$ cat config.mk
export PLATFORM = sky130hd
export DESIGN_NAME = nmea_rmc_field_splitter
export DESIGN_NICKNAME = d
export VERILOG_FILES = /design/src/rtl/nrmc_pkg.sv /design/src/rtl/nrmc_pipe_reg.sv /design/src/rtl/nrmc_parser.sv /design/src/rtl/nmea_rmc_field_splitter.sv
export SDC_FILE = /design/constraint.sdc
export NUM_CORES = 1
export LEC_CHECK = 0
export BUFFER_PORTS_ARGS = -buffer_cell sky130_fd_sc_hd__buf_4
export CELL_PAD_IN_SITES_DETAIL_PLACEMENT = 1
export CELL_PAD_IN_SITES_GLOBAL_PLACEMENT = 1
export CORE_MARGIN = 1
export CORE_UTILIZATION = 40
export DETAILED_ROUTE_END_ITERATION = 10
export PLACE_DENSITY_LB_ADDON = 0.15
export REMOVE_ABC_BUFFERS = 1
export SLEW_MARGIN = 20
export SYNTH_ARGS = -nofsm -noshare
export SYNTH_HDL_FRONTEND = slang
export SYNTH_SLANG_ARGS = --single-unit
$ cat constraint.sdc
create_clock -name i_clk -period 3.1 [get_ports i_clk]
set_input_delay 0.155 -clock i_clk [delete_from_list [all_inputs] [get_ports i_clk]]
set_output_delay 0.155 -clock i_clk [all_outputs]
set_load 0.02 [all_outputs]
$ cat src/rtl/nrmc_pkg.sv
// Shared types and character constants for the NMEA RMC field splitter.
package nrmc_pkg;

    localparam logic [2:0]  HDR_LEN    = 3'd6;
    localparam logic [7:0]  CHAR_CR    = 8'h0D;
    localparam logic [7:0]  CHAR_LF    = 8'h0A;
    localparam logic [7:0]  CHAR_COMMA = 8'h2C;
    localparam logic [7:0]  CHAR_STAR  = 8'h2A;
    localparam logic [3:0]  FIELD_MAX  = 4'd15;
    localparam logic [47:0] HDR_RESET  = 48'h244750524D43;

    localparam int IN_W  = 9;
    localparam int OUT_W = 17;

    // Result item, packed as it leaves on the master side
    typedef struct packed {
        logic       end_of_sentence;
        logic [7:0] char_value;
        logic [3:0] char_position;
        logic [3:0] field_index;
    } t_result;

    // Input item held in the input register
    typedef struct packed {
        logic       frame_error;
        logic [7:0] rx_byte;
    } t_in_item;

endpackage

$ cat src/rtl/nrmc_pipe_reg.sv
// One-deep pipeline register with valid/ready handshake on both sides.
module nrmc_pipe_reg #(
    parameter int W = 8
) (
    input  logic         i_clk,
    input  logic         i_rst_n,
    input  logic         i_valid,
    output logic         o_ready,
    input  logic [W-1:0] i_data,
    output logic         o_valid,
    input  logic         i_ready,
    output logic [W-1:0] o_data
);

    logic         r_valid;
    logic [W-1:0] r_data;

    // Refill in the same cycle the held item leaves
    assign o_ready = !r_valid || i_ready;

    always_ff @(posedge i_clk) begin
        if (!i_rst_n) begin
            r_valid <= 1'b0;
        end else if (o_ready) begin
            r_valid <= i_valid;
        end
    end

    always_ff @(posedge i_clk) begin
        if (i_valid && o_ready) begin
            r_data <= i_data;
        end
    end

    assign o_valid = r_valid;
    assign o_data  = r_data;

endmodule

$ cat src/rtl/nrmc_parser.sv
// Sentence state and per-character decision: header match, field and position counting.
module nrmc_parser import nrmc_pkg::*; #(
    parameter int MAX_FIELD_CHARS = 16,
    parameter int LAST_FIELD      = 13
) (
    input  logic        i_clk,
    input  logic        i_rst_n,
    input  logic        i_cfg_we,
    input  logic [47:0] i_cfg_wdata,
    input  logic        i_valid,
    input  t_in_item    i_item,
    input  logic        i_out_ready,
    output logic        o_emit,
    output t_result     o_result
);

    localparam int POS_W = $clog2(MAX_FIELD_CHARS + 1);

    logic [47:0]      r_header;
    logic [2:0]       r_hdr_cnt;
    logic             r_hdr_mis;
    logic [3:0]       r_field;
    logic [POS_W-1:0] r_pos;

    logic [2:0]       n_hdr_cnt;
    logic             n_hdr_mis;
    logic [3:0]       n_field;
    logic [POS_W-1:0] n_pos;

    logic             fire;
    logic [7:0]       want;
    logic             pos_room;
    logic             field_live;
    logic [POS_W+3:0] pos_ext;
    logic [7:0]       ch;

    assign ch         = i_item.rx_byte;
    assign fire       = i_valid && i_out_ready;
    assign pos_room   = r_pos < POS_W'(MAX_FIELD_CHARS);
    assign field_live = (r_field != 4'd0) && (r_field <= 4'(LAST_FIELD));
    assign pos_ext    = {4'd0, r_pos};

    // Header character expected at this count, first one in the top byte
    always_comb begin
        case (r_hdr_cnt)
            3'd0:    want = r_header[47:40];
            3'd1:    want = r_header[39:32];
            3'd2:    want = r_header[31:24];
            3'd3:    want = r_header[23:16];
            3'd4:    want = r_header[15:8];
            default: want = r_header[7:0];
        endcase
    end

    always_comb begin
        n_hdr_cnt = r_hdr_cnt;
        n_hdr_mis = r_hdr_mis;
        n_field   = r_field;
        n_pos     = r_pos;
        o_emit    = 1'b0;
        o_result  = '0;
        if (i_item.frame_error || ch == CHAR_LF) begin
            // dropped, state holds
        end else if (ch == CHAR_CR) begin
            n_hdr_cnt = '0;
            n_hdr_mis = 1'b0;
            n_field   = '0;
            n_pos     = '0;
            if (r_hdr_cnt >= HDR_LEN && !r_hdr_mis) begin
                o_emit                   = 1'b1;
                o_result.char_value      = CHAR_CR;
                o_result.end_of_sentence = 1'b1;
            end
        end else if (r_hdr_cnt < HDR_LEN) begin
            n_hdr_cnt = r_hdr_cnt + 3'd1;
            if (ch != want) begin
                n_hdr_mis = 1'b1;
            end
        end else if (r_hdr_mis) begin
            // rest of a foreign sentence is ignored
        end else if (ch == CHAR_COMMA || ch == CHAR_STAR) begin
            if (r_field != FIELD_MAX) begin
                n_field = r_field + 4'd1;
            end
            n_pos = '0;
        end else if (pos_room) begin
            n_pos = r_pos + POS_W'(1);
            if (field_live) begin
                o_emit                 = 1'b1;
                o_result.field_index   = r_field;
                o_result.char_position = pos_ext[3:0];
                o_result.char_value    = ch;
            end
        end
    end

    always_ff @(posedge i_clk) begin
        if (!i_rst_n) begin
            r_header  <= HDR_RESET;
            r_hdr_cnt <= '0;
            r_hdr_mis <= 1'b0;
            r_field   <= '0;
            r_pos     <= '0;
        end else begin
            if (i_cfg_we) begin
                r_header <= i_cfg_wdata;
            end
            if (fire) begin
                r_hdr_cnt <= n_hdr_cnt;
                r_hdr_mis <= n_hdr_mis;
                r_field   <= n_field;
                r_pos     <= n_pos;
            end
        end
    end

endmodule

$ cat src/rtl/nmea_rmc_field_splitter.sv
// Top level of the NMEA RMC field splitter.
//
// Slave side takes one received UART byte per item (tdata) with its
// framing-error flag (tuser); flagged bytes and line feeds are dropped.
// The first six characters of each sentence are compared with the header
// register (reset "$GPRMC", written through i_cfg_we / i_cfg_wdata; the
// user writes it only while idle, the block does not enforce this). For
// a matching sentence every character of fields 1 to LAST_FIELD, up to
// MAX_FIELD_CHARS per field, leaves on the master side with its field
// number and position; the closing carriage return gives a last item with
// tlast high. Throughput: one item per cycle while the receiver takes results.
// Each byte is accepted into the input register, and its result is
// registered in the result register after one level of compare and
// count logic. Reset clears both registers' valid flags and the
// sentence state and restores the default header. When the receiver
// stalls, the result register holds its item; one further byte sits in
// the input register and s_axis_tready drops until the result is taken.
module nmea_rmc_field_splitter import nrmc_pkg::*; #(
    parameter int MAX_FIELD_CHARS = 16,
    parameter int LAST_FIELD      = 13
) (
    input  logic        i_clk,
    input  logic        i_rst_n,
    input  logic        i_cfg_we,
    input  logic [47:0] i_cfg_wdata,
    input  logic        s_axis_tvalid,
    output logic        s_axis_tready,
    input  logic [7:0]  s_axis_tdata,   // [7:0] rx_byte
    input  logic        s_axis_tuser,   // [0] frame_error
    output logic        m_axis_tvalid,
    input  logic        m_axis_tready,
    output logic [15:0] m_axis_tdata,   // [3:0] field_index, [7:4] char_position,
                                        // [15:8] char_value
    output logic        m_axis_tlast    // end_of_sentence
);

    t_in_item in_item;
    logic     in_valid;
    logic     out_ready;
    logic     emit;
    t_result  result;
    t_result  out_result;

    nrmc_pipe_reg #(
        .W (IN_W)
    ) u_in_reg (
        .i_clk   (i_clk),
        .i_rst_n (i_rst_n),
        .i_valid (s_axis_tvalid),
        .o_ready (s_axis_tready),
        .i_data  ({s_axis_tuser, s_axis_tdata}),
        .o_valid (in_valid),
        .i_ready (out_ready),
        .o_data  (in_item)
    );

    nrmc_parser #(
        .MAX_FIELD_CHARS (MAX_FIELD_CHARS),
        .LAST_FIELD      (LAST_FIELD)
    ) u_parser (
        .i_clk       (i_clk),
        .i_rst_n     (i_rst_n),
        .i_cfg_we    (i_cfg_we),
        .i_cfg_wdata (i_cfg_wdata),
        .i_valid     (in_valid),
        .i_item      (in_item),
        .i_out_ready (out_ready),
        .o_emit      (emit),
        .o_result    (result)
    );

    nrmc_pipe_reg #(
        .W (OUT_W)
    ) u_out_reg (
        .i_clk   (i_clk),
        .i_rst_n (i_rst_n),
        .i_valid (in_valid && emit),
        .o_ready (out_ready),
        .i_data  (result),
        .o_valid (m_axis_tvalid),
        .i_ready (m_axis_tready),
        .o_data  (out_result)
    );

    assign m_axis_tdata = {out_result.char_value, out_result.char_position,
                           out_result.field_index};
    assign m_axis_tlast = out_result.end_of_sentence;

endmodule

==> results.sh <==
export IMPL_fmax_mhz=387
export IMPL_p_per_area_mw_per_mm2=460
export IMPL_ys_types=59
export IMPL_cts_buffers=9
export IMPL_vias=3178
export IMPL_globalplace_congestion=0.846
export IMPL_crit_path_end_kind="flip-flop"
export IMPL_crit_buf_inv=0
export IMPL_max_cap_violations=0
export IMPL_rr_startpoint="u_parser.r_hdr_cnt[1]$_SDFFE_PN0P_"
export IMPL_synth_top_area_frac=0.303
export IMPL_first_global_vias=3344
export IMPL_cp_arrival_ns=2.82
export IMPL_antenna_found_initial=0
export IMPL_grt_pass1_wl_mm=17.0
export IMPL_async_flop_share=0
export IMPL_syn_cell_area_sq_mm=0.00417
export IMPL_die_width_um=104
export IMPL_pin_count=81
export IMPL_max_clock_path_buffers=2
export IMPL_cp_top_family="compound AO/OA/AOI/OAI gates"
export IMPL_dieArea_sq_mm=0.0108
export IMPL_crit_path_cell_trace="ha_1 -> ha_1 -> nor2_1 -> and2_1 -> a2111oi_0 -> a211oi_1 -> a211oi_1 -> a31oi_1"
export IMPL_synth_seq_area_share=0.490
export IMPL_start_util=0.419
export IMPL_yosysMostFrequentCell="dfxtp_1"
export IMPL_finalClockSkew_ns=0.00879
export IMPL_fin_area_sq_mm=0.00520
export IMPL_h_tree_depth=3
export IMPL_cts_tree="built"
export IMPL_diodes=0
export IMPL_drc_errors=0
export IMPL_synth_edf_count=26
export IMPL_fp_dieH_um=104
export IMPL_grt_overflow=0
export IMPL_r2r_cells=8
export IMPL_min_from="i_cfg_wdata[45]"
export IMPL_rsz0062_at_grt="no"
export IMPL_synthCells=396
export IMPL_drive_above_1_share=0.231
export IMPL_whs_path_depth=3
export IMPL_layout_nets=551
export IMPL_finalCriticalPeriod_ns=2.58
export IMPL_final_hold_viol_count=0
export IMPL_finalCritPeriodShare=0.833
export IMPL_hold_class="input port to flip-flop"
export IMPL_worst_pin_slew_ns=0.791
export IMPL_placed_area_sq_mm=0.00488
export IMPL_root_buffer="clkbuf_8"
export IMPL_rows=36
export IMPL_cts_sinks=89
export IMPL_critPathMaxStageDelay_ns=0.55
export IMPL_grt_max_degree=50
export IMPL_slew_violations=0
export IMPL_reg2reg_slack_ns=0.52
export IMPL_core_sq_mm=0.00995
export IMPL_yosys_warnings=0
export IMPL_ys_ff_latch=89
export IMPL_firstDrtPassIters=4
export IMPL_ir_drop_mv=0.214
export IMPL_syn2layout_area_growth_pct=24.8
export IMPL_wl_per_cell_um=16.2
export IMPL_hold_ws_ns=0.0137
export IMPL_setup_tns_ns=0
export IMPL_r2r_end="u_parser.r_hdr_mis$_SDFFE_PN0P_"
export IMPL_netlist_top_cells_count="63 x dfxtp_1, 51 x mux2i_1, 34 x nor2b_1"
export IMPL_critPathLaunch="u_parser.r_hdr_cnt[1]$_SDFFE_PN0P_"
export IMPL_ys_flop_type="dfxtp_1"
export IMPL_cts_resized=0
export IMPL_critPathSlowestCell="a2111oi_0"
export IMPL_cts_setup_buffers=0
export IMPL_clkLatencyLatePin_ns=0.35
export IMPL_critical_path_endpoint="u_parser.r_hdr_mis$_SDFFE_PN0P_"
export IMPL_outcome="finished, final reports clean"
export IMPL_yosysTopAreaCell="dfxtp_1"
export IMPL_clkSlewWorstSetupHoldPaths_ns=0.09
export IMPL_critPathRequiredTime_ns=3.34
export IMPL_antenna_left=0
export IMPL_start_kind="flip-flop"
export IMPL_drtIter0Drc=86
export IMPL_grt_usage=0.198
export IMPL_crit_type="flip-flop to flip-flop"
export IMPL_routed_wl_mm=9.98
export IMPL_worstPathMaxFanout=10
export IMPL_avgViaCountPerCell=5.14
export IMPL_io_buffers=80
export IMPL_slew_headroom=0.473
export IMPL_path_depth=8
export IMPL_synth_area_per_cell_sq_um=10.5
export IMPL_dp_hpwl_mm=7.30
export IMPL_setup_viol=0
export IMPL_ys_top_cells_by_area="dfxtp_1 30%, edfxtp_1 19%, mux2i_1 12%, nor2b_1 5.1%, and2_1 2.7%"
export IMPL_p_leak_nw=2.16
how the worst min path moves through the flow:
stage,to,slack [ns]
floorplan,u_parser.r_header[0]$_SDFFE_PN1P_,0.22
global placement,u_in_reg.o_data[0]$_DFFE_PP_,0.34
detailed placement,u_in_reg.o_data[0]$_DFFE_PP_,0.33
CTS,u_parser.r_header[45]$_SDFFE_PN1P_,0.001
global route,u_parser.r_header[38]$_SDFFE_PN1P_,0.005
finish,u_parser.r_header[45]$_SDFFE_PN1P_,0.01
logic make-up after synthesis:
kind of cell             after synthesis  synth area share
AO/OA/AOI/OAI                         71             0.134
XOR/XNOR                               7            0.0147
adder cells (fa/ha/maj)                9            0.0270
buffers and inverters                 40            0.0369
flip-flops                            89             0.490
multiplexers                          53             0.128
AND/OR/NAND/NOR                      127             0.170
flip-flops by register name (all words and copies together), names as in the netlist:
name and cells:
u_parser.r_header 48, u_out_reg.o_data 17, u_in_reg.o_data 9, u_parser.r_pos 5, u_parser.r_field 4, u_parser.r_hdr_cnt 3
u_in_reg.o_valid 1, u_out_reg.o_valid 1, u_parser.r_hdr_mis 1
where the power goes:
part / leakage [nW] / internal, mW / total (mW) / switching (mW)
Combinational: 1.30 / 0.145 / 0.262 / 0.117
Sequential: 0.757 / 1.24 / 1.28 / 0.0392
Clock: 0.0995 / 0.453 / 0.855 / 0.402
metrics by stage:
step / utilization / total power, mW / setup WS, ns / std cells
4_1_cts: 0.522 / 2.42 / 0.523 / 617
3_5_place_dp: 0.491 / 1.56 / 0.536 / 591
5_1_grt: 0.523 / 2.51 / 0.276 / 618
6_report: 0.523 / 2.40 / 0.518 / 618
3_3_place_gp: 0.491 / 1.55 / 0.632 / 591
2_1_floorplan: - / 1.42 / 0.485 / 373
per-layer routing:
layer  up-vias  track usage  share of wire
li1       1581            -              -
met1      1505        0.259           0.47
met2        75        0.322           0.48
met3        17       0.0407          0.032
met4         0       0.0704          0.017
met5         -            0              0
layout make-up:
class                      instances  area, sq um
clock buffer                      11          131
inverter                          17         63.8
clock inverter                     5         80.1
fill                            1112         4750
multi-input combinational        267         1970
timing repair buffer              96          748
tap                              133          166
sequential                        89         2040
layout by cell type (no fill, tap or decap), drive strengths merged, types with 17 or more instances in the layout:
master,instances
inv,17
nor2,17
edfxtp,26
mux2i,51
dfxtp,63
and2,18
buf,85
nor2b,34
nand2,30
worst min-delay path, stage by stage:
cell	delay [ns]
buf_4	0.07
mux2i_1	0.05
nand2_1	0.06
repair_timing:
| item | in CTS | in global routing |
|---|---|---|
| endpoints found under the setup margin | 0 | 0 |
| hold endpoints to repair | 10 | 1 |
| hold buffers | 10 | 1 |
(Power assumes the default switching activity.)
